### config.mk
export PLATFORM = sky130hd
export DESIGN_NAME = mdio_management_master
export DESIGN_NICKNAME = d
export VERILOG_FILES = /design/src/hdl/mdio_mm_pkg.sv /design/src/hdl/mdio_mm_frame.sv /design/src/hdl/mdio_management_master.sv
export SDC_FILE = /design/constraint.sdc
export NUM_CORES = 1
export LEC_CHECK = 0
export BUFFER_PORTS_ARGS = -buffer_cell sky130_fd_sc_hd__buf_4
export CORE_ASPECT_RATIO = 0.75
export CORE_MARGIN = 1
export CORE_UTILIZATION = 35
export CTS_CLUSTER_SIZE = 12
export DETAILED_ROUTE_END_ITERATION = 10
export GPL_ROUTABILITY_DRIVEN = 0
export GPL_TIMING_DRIVEN = 0
export RECOVER_POWER = 50
export REMOVE_ABC_BUFFERS = 1
export SYNTH_ARGS = -nofsm -noshare
export SYNTH_HDL_FRONTEND = slang
export SYNTH_SLANG_ARGS = --single-unit
export TNS_END_PERCENT = 1
### constraint.sdc
create_clock -name clk -period 4.4 [get_ports clk]
set_input_delay 0.22 -clock clk [delete_from_list [all_inputs] [get_ports clk]]
set_output_delay 0.22 -clock clk [all_outputs]
set_load 0.02 [all_outputs]
### src/hdl/mdio_mm_pkg.sv
// ----------------------------------------------------------------------------
// mdio_mm_pkg
// Shared types and constants for the MII management (clause 22) master.
// ----------------------------------------------------------------------------
`default_nettype none

package mdio_mm_pkg;

	localparam int unsigned CNT_W        = 7;
	localparam int unsigned CMD_BITS     = 16;
	localparam int unsigned DATA_BITS    = 16;
	localparam int unsigned WR_IDLE_CLKS = 2;

	// command word templates: start, opcode and turnaround bits
	localparam logic [15:0] CMD_READ  = 16'h6000;
	localparam logic [15:0] CMD_WRITE = 16'h5002;

	localparam logic OP_READ  = 1'b0;
	localparam logic OP_WRITE = 1'b1;

	typedef struct packed {
		logic        start_req;
		logic        operation;
		logic [4:0]  phy_addr;
		logic [4:0]  reg_addr;
		logic [15:0] write_data;
		logic        mdio_in;
	} tick_t;

	typedef struct packed {
		logic        mdc;
		logic        mdio_out;
		logic        mdio_oe;
		logic        busy_res;
		logic        done_res;
		logic [15:0] read_data;
	} pins_t;

endpackage

`default_nettype wire

### src/hdl/mdio_mm_frame.sv
// ----------------------------------------------------------------------------
// mdio_mm_frame
// Frame sequencer: access state, bit counter, clock phase and shifter.
// Computes one tick's pin levels and advances the state when step is high.
// ----------------------------------------------------------------------------
`default_nettype none

module mdio_mm_frame #(
	parameter int unsigned PREAMBLE_BITS = 32
) (
	input  wire                   clk,
	input  wire                   arst_n,
	input  wire                   step,
	input  wire mdio_mm_pkg::tick_t tick,
	output mdio_mm_pkg::pins_t    pins
);

	localparam logic [mdio_mm_pkg::CNT_W-1:0] PRE_END =
		mdio_mm_pkg::CNT_W'(PREAMBLE_BITS);
	localparam logic [mdio_mm_pkg::CNT_W-1:0] CMD_END =
		mdio_mm_pkg::CNT_W'(PREAMBLE_BITS + mdio_mm_pkg::CMD_BITS);
	localparam logic [mdio_mm_pkg::CNT_W-1:0] DATA_END =
		mdio_mm_pkg::CNT_W'(PREAMBLE_BITS + mdio_mm_pkg::CMD_BITS + mdio_mm_pkg::DATA_BITS);
	localparam logic [mdio_mm_pkg::CNT_W-1:0] WR_END =
		mdio_mm_pkg::CNT_W'(PREAMBLE_BITS + mdio_mm_pkg::CMD_BITS + mdio_mm_pkg::DATA_BITS
			+ mdio_mm_pkg::WR_IDLE_CLKS);

	logic                            active_q;
	logic                            is_write_q;
	logic [mdio_mm_pkg::CNT_W-1:0]   cnt_q;
	logic                            high_q;
	logic [31:0]                     frame_q;
	logic [15:0]                     cap_q;

	logic                            start;
	logic                            act;
	logic                            iw;
	logic [31:0]                     fs;
	logic [mdio_mm_pkg::CNT_W-1:0]   n;
	logic                            high;
	logic [15:0]                     cmd;
	logic [mdio_mm_pkg::CNT_W-1:0]   end_cnt;

	logic                            active_d;
	logic [mdio_mm_pkg::CNT_W-1:0]   cnt_d;
	logic                            high_d;
	logic [31:0]                     frame_d;
	logic [15:0]                     cap_d;

	always_comb begin
		start = !active_q && tick.start_req;
		act   = active_q || tick.start_req;
		iw    = start ? tick.operation : is_write_q;
		cmd   = (tick.operation == mdio_mm_pkg::OP_WRITE ? mdio_mm_pkg::CMD_WRITE
			: mdio_mm_pkg::CMD_READ) | {4'b0, tick.phy_addr, tick.reg_addr, 2'b0};
		fs    = start ? {cmd, (tick.operation == mdio_mm_pkg::OP_WRITE)
			? tick.write_data : 16'h0} : frame_q;
		n     = start ? '0 : cnt_q;
		high  = start ? 1'b0 : high_q;
		end_cnt = iw ? WR_END : DATA_END;

		pins          = '0;
		active_d      = active_q;
		cnt_d         = cnt_q;
		high_d        = high_q;
		frame_d       = fs;
		cap_d         = cap_q;

		if (act) begin
			active_d = 1'b1;
			if (n >= end_cnt) begin
				pins.done_res = 1'b1;
				if (!iw)
					cap_d = fs[15:0];
				active_d = 1'b0;
				cnt_d    = '0;
				high_d   = 1'b0;
			end else begin
				pins.busy_res = 1'b1;
				pins.mdc      = high;
				if (n < PRE_END) begin
					pins.mdio_out = 1'b1;
					pins.mdio_oe  = 1'b1;
				end else if (n < CMD_END || (iw && n < DATA_END)) begin
					pins.mdio_out = fs[31];
					pins.mdio_oe  = 1'b1;
					if (high)
						frame_d = {fs[30:0], 1'b0};
				end else if (!iw && !high) begin
					// read data phase: line released, sample on the low half
					frame_d = {fs[30:0], tick.mdio_in};
				end
				if (high) begin
					cnt_d  = n + 1'b1;
					high_d = 1'b0;
				end else begin
					cnt_d  = n;
					high_d = 1'b1;
				end
			end
		end
		pins.read_data = cap_d;
	end

	always_ff @(posedge clk or negedge arst_n) begin
		if (!arst_n) begin
			active_q   <= 1'b0;
			is_write_q <= 1'b0;
			cnt_q      <= '0;
			high_q     <= 1'b0;
			frame_q    <= '0;
			cap_q      <= '0;
		end else if (step) begin
			active_q   <= active_d;
			is_write_q <= iw;
			cnt_q      <= cnt_d;
			high_q     <= high_d;
			frame_q    <= frame_d;
			cap_q      <= cap_d;
		end
	end

endmodule

`default_nettype wire

### src/hdl/mdio_management_master.sv
// An accepted tick reaches its result through the input register and then the result register.
// Throughput: one tick per cycle while out_stall is low; the frame sequencer advances once per accepted tick.
// The input register holds at most one tick while a result waits on out_stall.
// Reset (arst_n low, asynchronous): idle, counters, shifter and captured read data cleared,
// both channels empty.
// ----------------------------------------------------------------------------
// mdio_management_master
// MII management master, one half MDC period per input item.
// ----------------------------------------------------------------------------
`default_nettype none

module mdio_management_master #(
	parameter int unsigned PREAMBLE_BITS = 32
) (
	input  wire         clk,
	input  wire         arst_n,

	input  wire         in_valid,
	output logic        in_stall,
	input  wire         start_req,
	input  wire         operation,
	input  wire  [4:0]  phy_addr,
	input  wire  [4:0]  reg_addr,
	input  wire  [15:0] write_data,
	input  wire         mdio_in,

	output logic        out_valid,
	input  wire         out_stall,
	output logic        mdc,
	output logic        mdio_out,
	output logic        mdio_oe,
	output logic        busy_res,
	output logic        done_res,
	output logic [15:0] read_data
);

	logic                 valid_s1;
	mdio_mm_pkg::tick_t   tick_s1;
	logic                 valid_s2;
	mdio_mm_pkg::pins_t   pins_s2;
	mdio_mm_pkg::pins_t   pins;
	logic                 out_hold;
	logic                 adv_s1;
	logic                 in_take;

	assign out_hold = valid_s2 && out_stall;
	assign adv_s1   = valid_s1 && !out_hold;
	assign in_stall = valid_s1 && out_hold;
	assign in_take  = in_valid && !in_stall;

	always_ff @(posedge clk or negedge arst_n) begin
		if (!arst_n) begin
			valid_s1 <= 1'b0;
		end else if (in_take) begin
			valid_s1 <= 1'b1;
		end else if (adv_s1) begin
			valid_s1 <= 1'b0;
		end
	end

	always_ff @(posedge clk) begin
		if (in_take) begin
			tick_s1 <= '{start_req:  start_req,
			             operation:  operation,
			             phy_addr:   phy_addr,
			             reg_addr:   reg_addr,
			             write_data: write_data,
			             mdio_in:    mdio_in};
		end
	end

	mdio_mm_frame #(
		.PREAMBLE_BITS(PREAMBLE_BITS)
	) u_frame (
		.clk    (clk),
		.arst_n (arst_n),
		.step   (adv_s1),
		.tick   (tick_s1),
		.pins   (pins)
	);

	always_ff @(posedge clk or negedge arst_n) begin
		if (!arst_n) begin
			valid_s2 <= 1'b0;
		end else if (adv_s1) begin
			valid_s2 <= 1'b1;
		end else if (!out_stall) begin
			valid_s2 <= 1'b0;
		end
	end

	always_ff @(posedge clk) begin
		if (adv_s1)
			pins_s2 <= pins;
	end

	assign out_valid = valid_s2;
	assign mdc       = pins_s2.mdc;
	assign mdio_out  = pins_s2.mdio_out;
	assign mdio_oe   = pins_s2.mdio_oe;
	assign busy_res  = pins_s2.busy_res;
	assign done_res  = pins_s2.done_res;
	assign read_data = pins_s2.read_data;

endmodule

`default_nettype wire
==> results of run 1 <==
power by group through the flow:
stage	combinational, mW	sequential, mW	clock [mW]
floorplan	0.405	1.41	0
global placement	0.552	1.43	0
detailed placement	0.582	1.44	0
CTS	0.588	1.42	0.901
global route	0.645	1.45	0.937
finish	0.571	1.42	0.878
worst max-delay path, cell delays in order, from the launching register on:
cell and delay, ns:
dfrtp_1 0.37, nand2_1 0.08, nand2_1 0.95, clkinvlp_4 1.06
nand2_1 0.45, or3_1 0.66, o221a_2 0.31
worst max-delay path by stage:
stage | slack [ns] | startpoint | to | depth (start not counted)
global placement | -1.88 | u_frame.active_q | u_frame.cap_q[7] | 7
global route | 0.03 | out_valid | u_frame.frame_q[16] | 7
finish | 0.44 | out_valid | u_frame.frame_q[8] | 6
detailed placement | 0.34 | out_valid | u_frame.frame_q[7] | 6
CTS | 0.31 | out_valid | u_frame.frame_q[7] | 6
floorplan | -0.23 | u_frame.active_q | u_frame.cap_q[0] | 7
layer usage:
metal	vias up	share of wire, %	GRT usage, %	wire length, um
met5	-	0	0	0
met4	0	0.80	3.65	82
met3	8	5.7	4.06	585
met2	106	43	22.4	4400
met1	1656	50	23.6	5110
li1	1677	-	-	-
stage by stage:
step	hold WS, ns	TNS [ns]	util (%)	std cells
final	0.0628	0	42.6	663
after floorplan	-0.0756	-3.63	-	417
after global routing	0.0478	0	42.6	663
after global placement	0.365	-46.50	40.3	643
after CTS	0.0297	0	43.3	663
after detailed placement	0.372	0	40.8	646
repair_timing:
| item | in CTS | in global routing |
|---|---|---|
| endpoints found under the hold margin | 1 | 0 |
| gates resized for setup | 0 | 1 |
| hold buffers | 1 | 0 |
| endpoints found under the setup margin | 0 | 13 |
area by class of cell:
cell class,count,area [sq um],share of cell area (%)
Inverter,7,30.0,0.532
Tap cell,171,214,3.79
Timing Repair Buffer,59,383,6.78
Sequential cell,110,3000,53.2
Clock buffer,10,229,4.06
Multi-Input combinational cell,300,1690,30.0
Clock inverter,6,92.6,1.64
cells in the mapped netlist (2+ instances only):
| cell type | number | area [sq um] |
|---|---|---|
| nor3_1 | 10 | 50.1 |
| mux2i_1 | 13 | 130 |
| nor2b_1 | 4 | 25.0 |
| nand2b_1 | 5 | 31.3 |
| a21o_1 | 3 | 22.5 |
| nand3b_1 | 2 | 15.0 |
| nand3_1 | 11 | 55.1 |
| nand2_1 | 59 | 221 |
| o21ai_0 | 11 | 55.1 |
| dfrtp_1 | 60 | 1500 |
| a211oi_1 | 2 | 15.0 |
| o221a_2 | 9 | 101 |
| edfxtp_1 | 50 | 1500 |
| a221o_1 | 10 | 100 |
| nor2_1 | 73 | 274 |
| ha_1 | 2 | 25.0 |
| buf_2 | 5 | 25.0 |
| a31oi_1 | 4 | 25.0 |
| a21oi_1 | 56 | 280 |
| buf_1 | 3 | 11.3 |
| clkbuf_1 | 21 | 78.8 |
| inv_1 | 7 | 26.3 |
| o221a_1 | 5 | 56.3 |
| and2_1 | 3 | 18.8 |
| a41oi_1 | 2 | 17.5 |
sequential cells by signal (all words and copies together) (netlist names):
signal and count:
u_frame.cap_q 16, mdc 1, mdio_out 1, out_valid 1, u_frame.active_q 1, busy_res 1, done_res 1, u_frame.is_write_q 1
u_frame.frame_q 32, valid_s1 1, u_frame.cnt_q 7, mdio_oe 1, read_data 16, u_frame.high_q 1, tick_s1 29
kinds of logic after synthesis:
| family | count (synthesis) |
|---|---|
| AOI/OAI and AO/OA | 110 |
| buffers and inverters | 38 |
| adders and majority gates | 2 |
| DFF | 110 |
| muxes | 13 |
| and+or+nand+nor | 175 |
layout by cell type, fill, tap and decap left out, drive strengths merged, types with 3 or more instances in the layout:
master,n
inv,8
dfrtp,60
clkinvlp,3
mux2i,13
a21oi,56
nand2b,5
a221o,10
a21o,3
nor3,10
a31oi,4
nor2b,4
edfxtp,50
o221a,14
buf,5
a41oi,3
o21ai,12
nand2,59
nand3,11
and2,3
nor2,73
clkbuf,63
==> reports/qor.yml, run 1 <==
status: "complete, but fails checks"
violations: "max-capacitance violations, max-slew violations"
synth_cells: 448
ys_ff_latch: 110
setup_violations: 0
hpwl_um: 6590
worst_ep_arrival_time_ns: 4.25
ys_types: 43
fillers: 1314
first_iter_violations: 302
drtAntennaViolNets: 0
maxCapViolCount: 2
cp_data_required_time_ns: 4.69
fin_area_sq_um: 5650
worst-path-max-fanout: 38
cts-buffers-inserted: 9
leakage_nw: 2.28
p_int_mw: 2.02
power_frac_comb_pct: 19.9
timing.fmax_ghz: 0.253
finalClockSkew_ns: 0.00898
whs_endpoint: "tick_s1[12]"
seq_area_frac_synth_pct: 62.1
switching_power_mw: 0.854
grt_pass1_wl_um: 17300
criticalPathCategory: "register to register"
hold_depth: 1
final-max-slew-violation-count: 91
syn_avg_cell_area_sq_um: 10.8
grt_pass1_vias: 3327
fin_ws_ns: 0.443
fp.dieW_um: 138
wl_um: 10200
synthXorXnorAreaFrac_pct: 0
synth-simple-area-share_pct: 15.8
synth_compound_area_share_pct: 15.7
cts_root_buffer: "clkbuf_16"
rsz0062_at_grt: "false"
clockBufferDepth: 2
layout-drive-gt1-share_pct: 13.6
vias: 3447
p_seq_share_pct: 49.5
r2r_end: "u_frame.frame_q[8]"
core_sq_um: 13200
io_pins: 56
p_per_area_nw_per_um2: 509
async_flop_share_pct: 54.5
post-place-ws_ns: 0.340
end_kind: "register"
r2r_cells: 6
drc: 0
drt-wirelength-per-cell_um: 15.4
hold_violations: 0
hold_class: "primary input to register"
cts_tree: "built"
dieArea_sq_um: 14300
cts_setup_buffers: 0
placementRows: 36
netlist_area_sq_um: 4840
portBuffers: 55
grt_start_max_net_pins: 61
start_util_pct: 36.5
fin_crit_ns: 3.96
sw_frac_of_total_pct: 29.8
dpl_cell_area_sq_um: 5400
cts_sinks: 110
tightestPinTransition_ns: 3.38
worstSetupStartpointType: "register"
power_mw: 2.87
finalCritPeriodShare_pct: 89.9
synth-adder-area-share_pct: 0.517
diodes: 0
first_pass_iters: 5
clkPwrFrac_pct: 30.6
synth_top_family_by_area: "simple AND/OR/NAND/NOR gates"
synth_ff_type: "dfrtp_1"
grt_overflow_total: 0
r2r_setup_slack_ns: 0.44
syn2layout_area_growth_pct: 16.7
nets: 522
antenna_found_initial: 0
htreeDepth: 3
r2r-start: "out_valid"
chipHeight_um: 104
grt_use_total_pct: 15.7
synth-warning-count: 0
slew_headroom_pct: -125
via_per_inst: 5.20
ir_worst_vdd_mv: 0.247
clk_pin_slew_ns: 0.08
hold_start: "write_data[11]"
synth_edf_count: 50
muxShareOfSynthArea_pct: 2.69
clk_latency_ns: 0.35
Power figures use the tool's default switching activity.
==> run 2: changes to the inputs <==
--- a/config.mk
+++ b/config.mk
@@ -8,7 +8,7 @@
 export BUFFER_PORTS_ARGS = -buffer_cell sky130_fd_sc_hd__buf_4
 export CORE_ASPECT_RATIO = 0.75
 export CORE_MARGIN = 1
-export CORE_UTILIZATION = 35
+export CORE_UTILIZATION = 45
 export CTS_CLUSTER_SIZE = 12
 export DETAILED_ROUTE_END_ITERATION = 10
 export GPL_ROUTABILITY_DRIVEN = 0
==> run 2 against run 1 <==
Compared with the run above:
- the run still ends with max-capacitance violations, max-slew violations left
- combinational power about the same
- critical path depth increased by 3
- global-route usage increased by 3.4 points
- sequential share of layout area increased by 0.60 points
- power decreased by 2.8%
- flip-flop and latch count unchanged
- clock-buffer cell count increased by 4
- design area decreased by 1.1%
- wire length decreased by 3.0%
- largest power group unchanged
==> reports/qor.yml, run 2 (synthesis results as in run 1) <==
finalClockSkew_ns: 0.00760  # -0.00138 ns
ir_worst_vdd_mv: 0.230  # -6.8%
power_mw: 2.79  # -2.8%
p_per_area_nw_per_um2: 500  # -1.7%
clk_pin_slew_ns: 0.07  # about the same
grt_pass1_vias: 3131  # -5.9%
syn2layout_area_growth_pct: 15.4
start_util_pct: 46.7  # +10 points
fin_crit_ns: 3.75  # -0.211 ns
cts_root_buffer: "clkbuf_16"
cts_resized: 0  # unchanged
wl_um: 9880  # -3.0%
chipHeight_um: 91.8  # -12%
max_flop_register: "u_frame.frame_q"
core_sq_um: 10400  # -22%
hold_start: "write_data[11]"
cts-buffers-inserted: 9  # unchanged
place_inst: 611  # -5.4%
final_cell_mix: "nor2_1 (73), dfrtp_1 (60), nand2_1 (59)"
final_common_cell: "nor2_1"
grt_pass1_wl_um: 16200  # -6.8%
cp_data_required_time_ns: 4.63  # -0.06 ns
hpwl_um: 6290  # -4.6%
drtAntennaViolNets: 0  # unchanged
crit_chain: "nand2b_1 > buf_12 > nand2_1 > nand2_1 > ha_1 > nand2b_1 > a41oi_2 > or3_1 > o221a_2"
maxCapViolCount: 2  # unchanged
post-place-ws_ns: 0.273  # -0.0671 ns
r2r-start: "u_frame.active_q"
cts_setup_buffers: 0  # unchanged
final-max-slew-violation-count: 91  # unchanged
finalCritPeriodShare_pct: 85.1  # -4.8 points
worst_ep_arrival_time_ns: 3.98  # -0.27 ns
reg_top3: "u_frame.frame_q x32, tick_s1 x29"
fillers: 898  # -32%
drt-wirelength-per-cell_um: 15.7  # +2.2%
status: "complete, but fails checks"
dieArea_sq_um: 11200  # -22%
grt.met1_usage_pct: 29.2  # +5.6 points
end_kind: "register"
grt_overflow_total: 0  # unchanged
met2_usage_pct: 26.4  # +3.9 points
hold_class: "primary input to register"
crit_path_top_delay_cell: "nand2b_1"
drc: 0  # unchanged
slowest_delay_ns: 0.88  # -0.18 ns
cts_tree: "built"
antenna_found_initial: 0  # unchanged
diodes: 0  # unchanged
clockBufferDepth: 2  # unchanged
fin_ws_ns: 0.654  # +0.211 ns
criticalPathCategory: "register to register"
r2r_setup_slack_ns: 0.65  # +0.21 ns
final_cells: 629  # -5.1%
r2r_cells: 9  # +3
leakage_nw: 2.28  # about the same
grt_use_total_pct: 19.1  # +3.4 points
first_iter_violations: 274  # -9.3%
first_pass_iters: 4  # -1
worstSetupStartpointType: "register"
tns_ns: 0  # unchanged
htreeDepth: 3  # unchanged
worst-path-max-fanout: 26  # -32%
setup_violations: 0  # unchanged
placementRows: 32  # -11%
r2r_end: "u_frame.frame_q[7]"
grt_use_met3_pct: 4.79  # +0.73 points
via_per_inst: 5.47  # +5.3%
portBuffers: 55  # unchanged
hold_violations: 0  # unchanged
largest_reg_flops: 32  # unchanged
timing.fmax_ghz: 0.267  # +5.6%
vias: 3443  # -0.12%
grt_start_max_net_pins: 61  # unchanged
violations: "max-capacitance violations, max-slew violations"
holdWs_ns: 0.0705  # +0.00769 ns
clk_latency_ns: 0.34  # about the same
layout-drive-gt1-share_pct: 13.0  # -0.64 points
hold_depth: 1  # unchanged
io_pins: 56  # unchanged
busiest_layer: "met1"
tightestPinTransition_ns: 3.39  # +0.0139 ns
cts_sinks: 110  # unchanged
nets: 523  # +0.19%
fp.dieW_um: 122  # -12%
whs_endpoint: "tick_s1[12]"
rsz0062_at_grt: "false"
slew_headroom_pct: -126  # -0.93 points
run 2: cell types whose count changed in the layout (fill, tap and decap cells not counted), sizes merged:
cell      previous run  this run
bufinv               2         1
clkinv               0         1
inv                  8         7
clkbuf              63        67
clkinvlp             3         1
run 2: where the power goes:
| group | internal [mW] | switching (mW) |
|---|---|---|
| clock network | 0.457 | 0.344 |
| registers | 1.27 | 0.157 |
| logic | 0.249 | 0.320 |
| total | 1.97 | 0.820 |
run 2: critical path, delay by kind of cell (launching register included):
kind	cells	cell delay, ns
AND/OR/NAND/NOR	5	1.88
AO/OA/AOI/OAI	2	0.64
flip-flops	1	0.57
buffers and inverters	1	0.27
adder cells (fa/ha/maj)	1	0.25
run 2: metal layers:
metal | vias to the layer above | routed length [um]
li1 | 1686 | -
met1 | 1651 | 4870
met2 | 99 | 4370
met3 | 7 | 557
met4 | 0 | 85
met5 | - | 0
run 2: worst max path at each step:
| stage | startpoint | endpoint | slack, ns |
|---|---|---|---|
| floorplan | u_frame.active_q | u_frame.cap_q[0] | -0.23 |
| global placement | u_frame.active_q | u_frame.cap_q[7] | -2.08 |
| detailed placement | out_valid | u_frame.frame_q[4] | 0.27 |
| CTS | out_valid | u_frame.frame_q[7] | 0.25 |
| global route | arst_n | u_frame.frame_q[1] | 0.23 |
| finish | u_frame.active_q | u_frame.frame_q[7] | 0.65 |
run 2: repair_timing:
| action | CTS | global route |
|---|---|---|
| endpoints found under the setup margin | 0 | 18 |
| hold buffers | 1 | 0 |
| endpoints found under the hold margin | 46 | 0 |
run 2: final cells by class:
type / count / area (sq um) / share of cell area (%)
Inverter: 7 / 26.3 / 0.471
Tap cell: 136 / 170 / 3.05
Sequential cell: 110 / 3000 / 53.8
Timing Repair inverter: 1 / 5.00 / 0.0896
Timing Repair Buffer: 59 / 395 / 7.08
Clock buffer: 14 / 254 / 4.55
Multi-Input combinational cell: 300 / 1690 / 30.3
Clock inverter: 2 / 35.0 / 0.628
run 2: through the flow:
step / cell area (sq um) / util [%]
after global placement: 5290 / 51.0
after global routing: 5580 / 53.8
final: 5580 / 53.8
after detailed placement: 5370 / 51.8
after CTS: 5670 / 54.7
after floorplan: 4710 / -
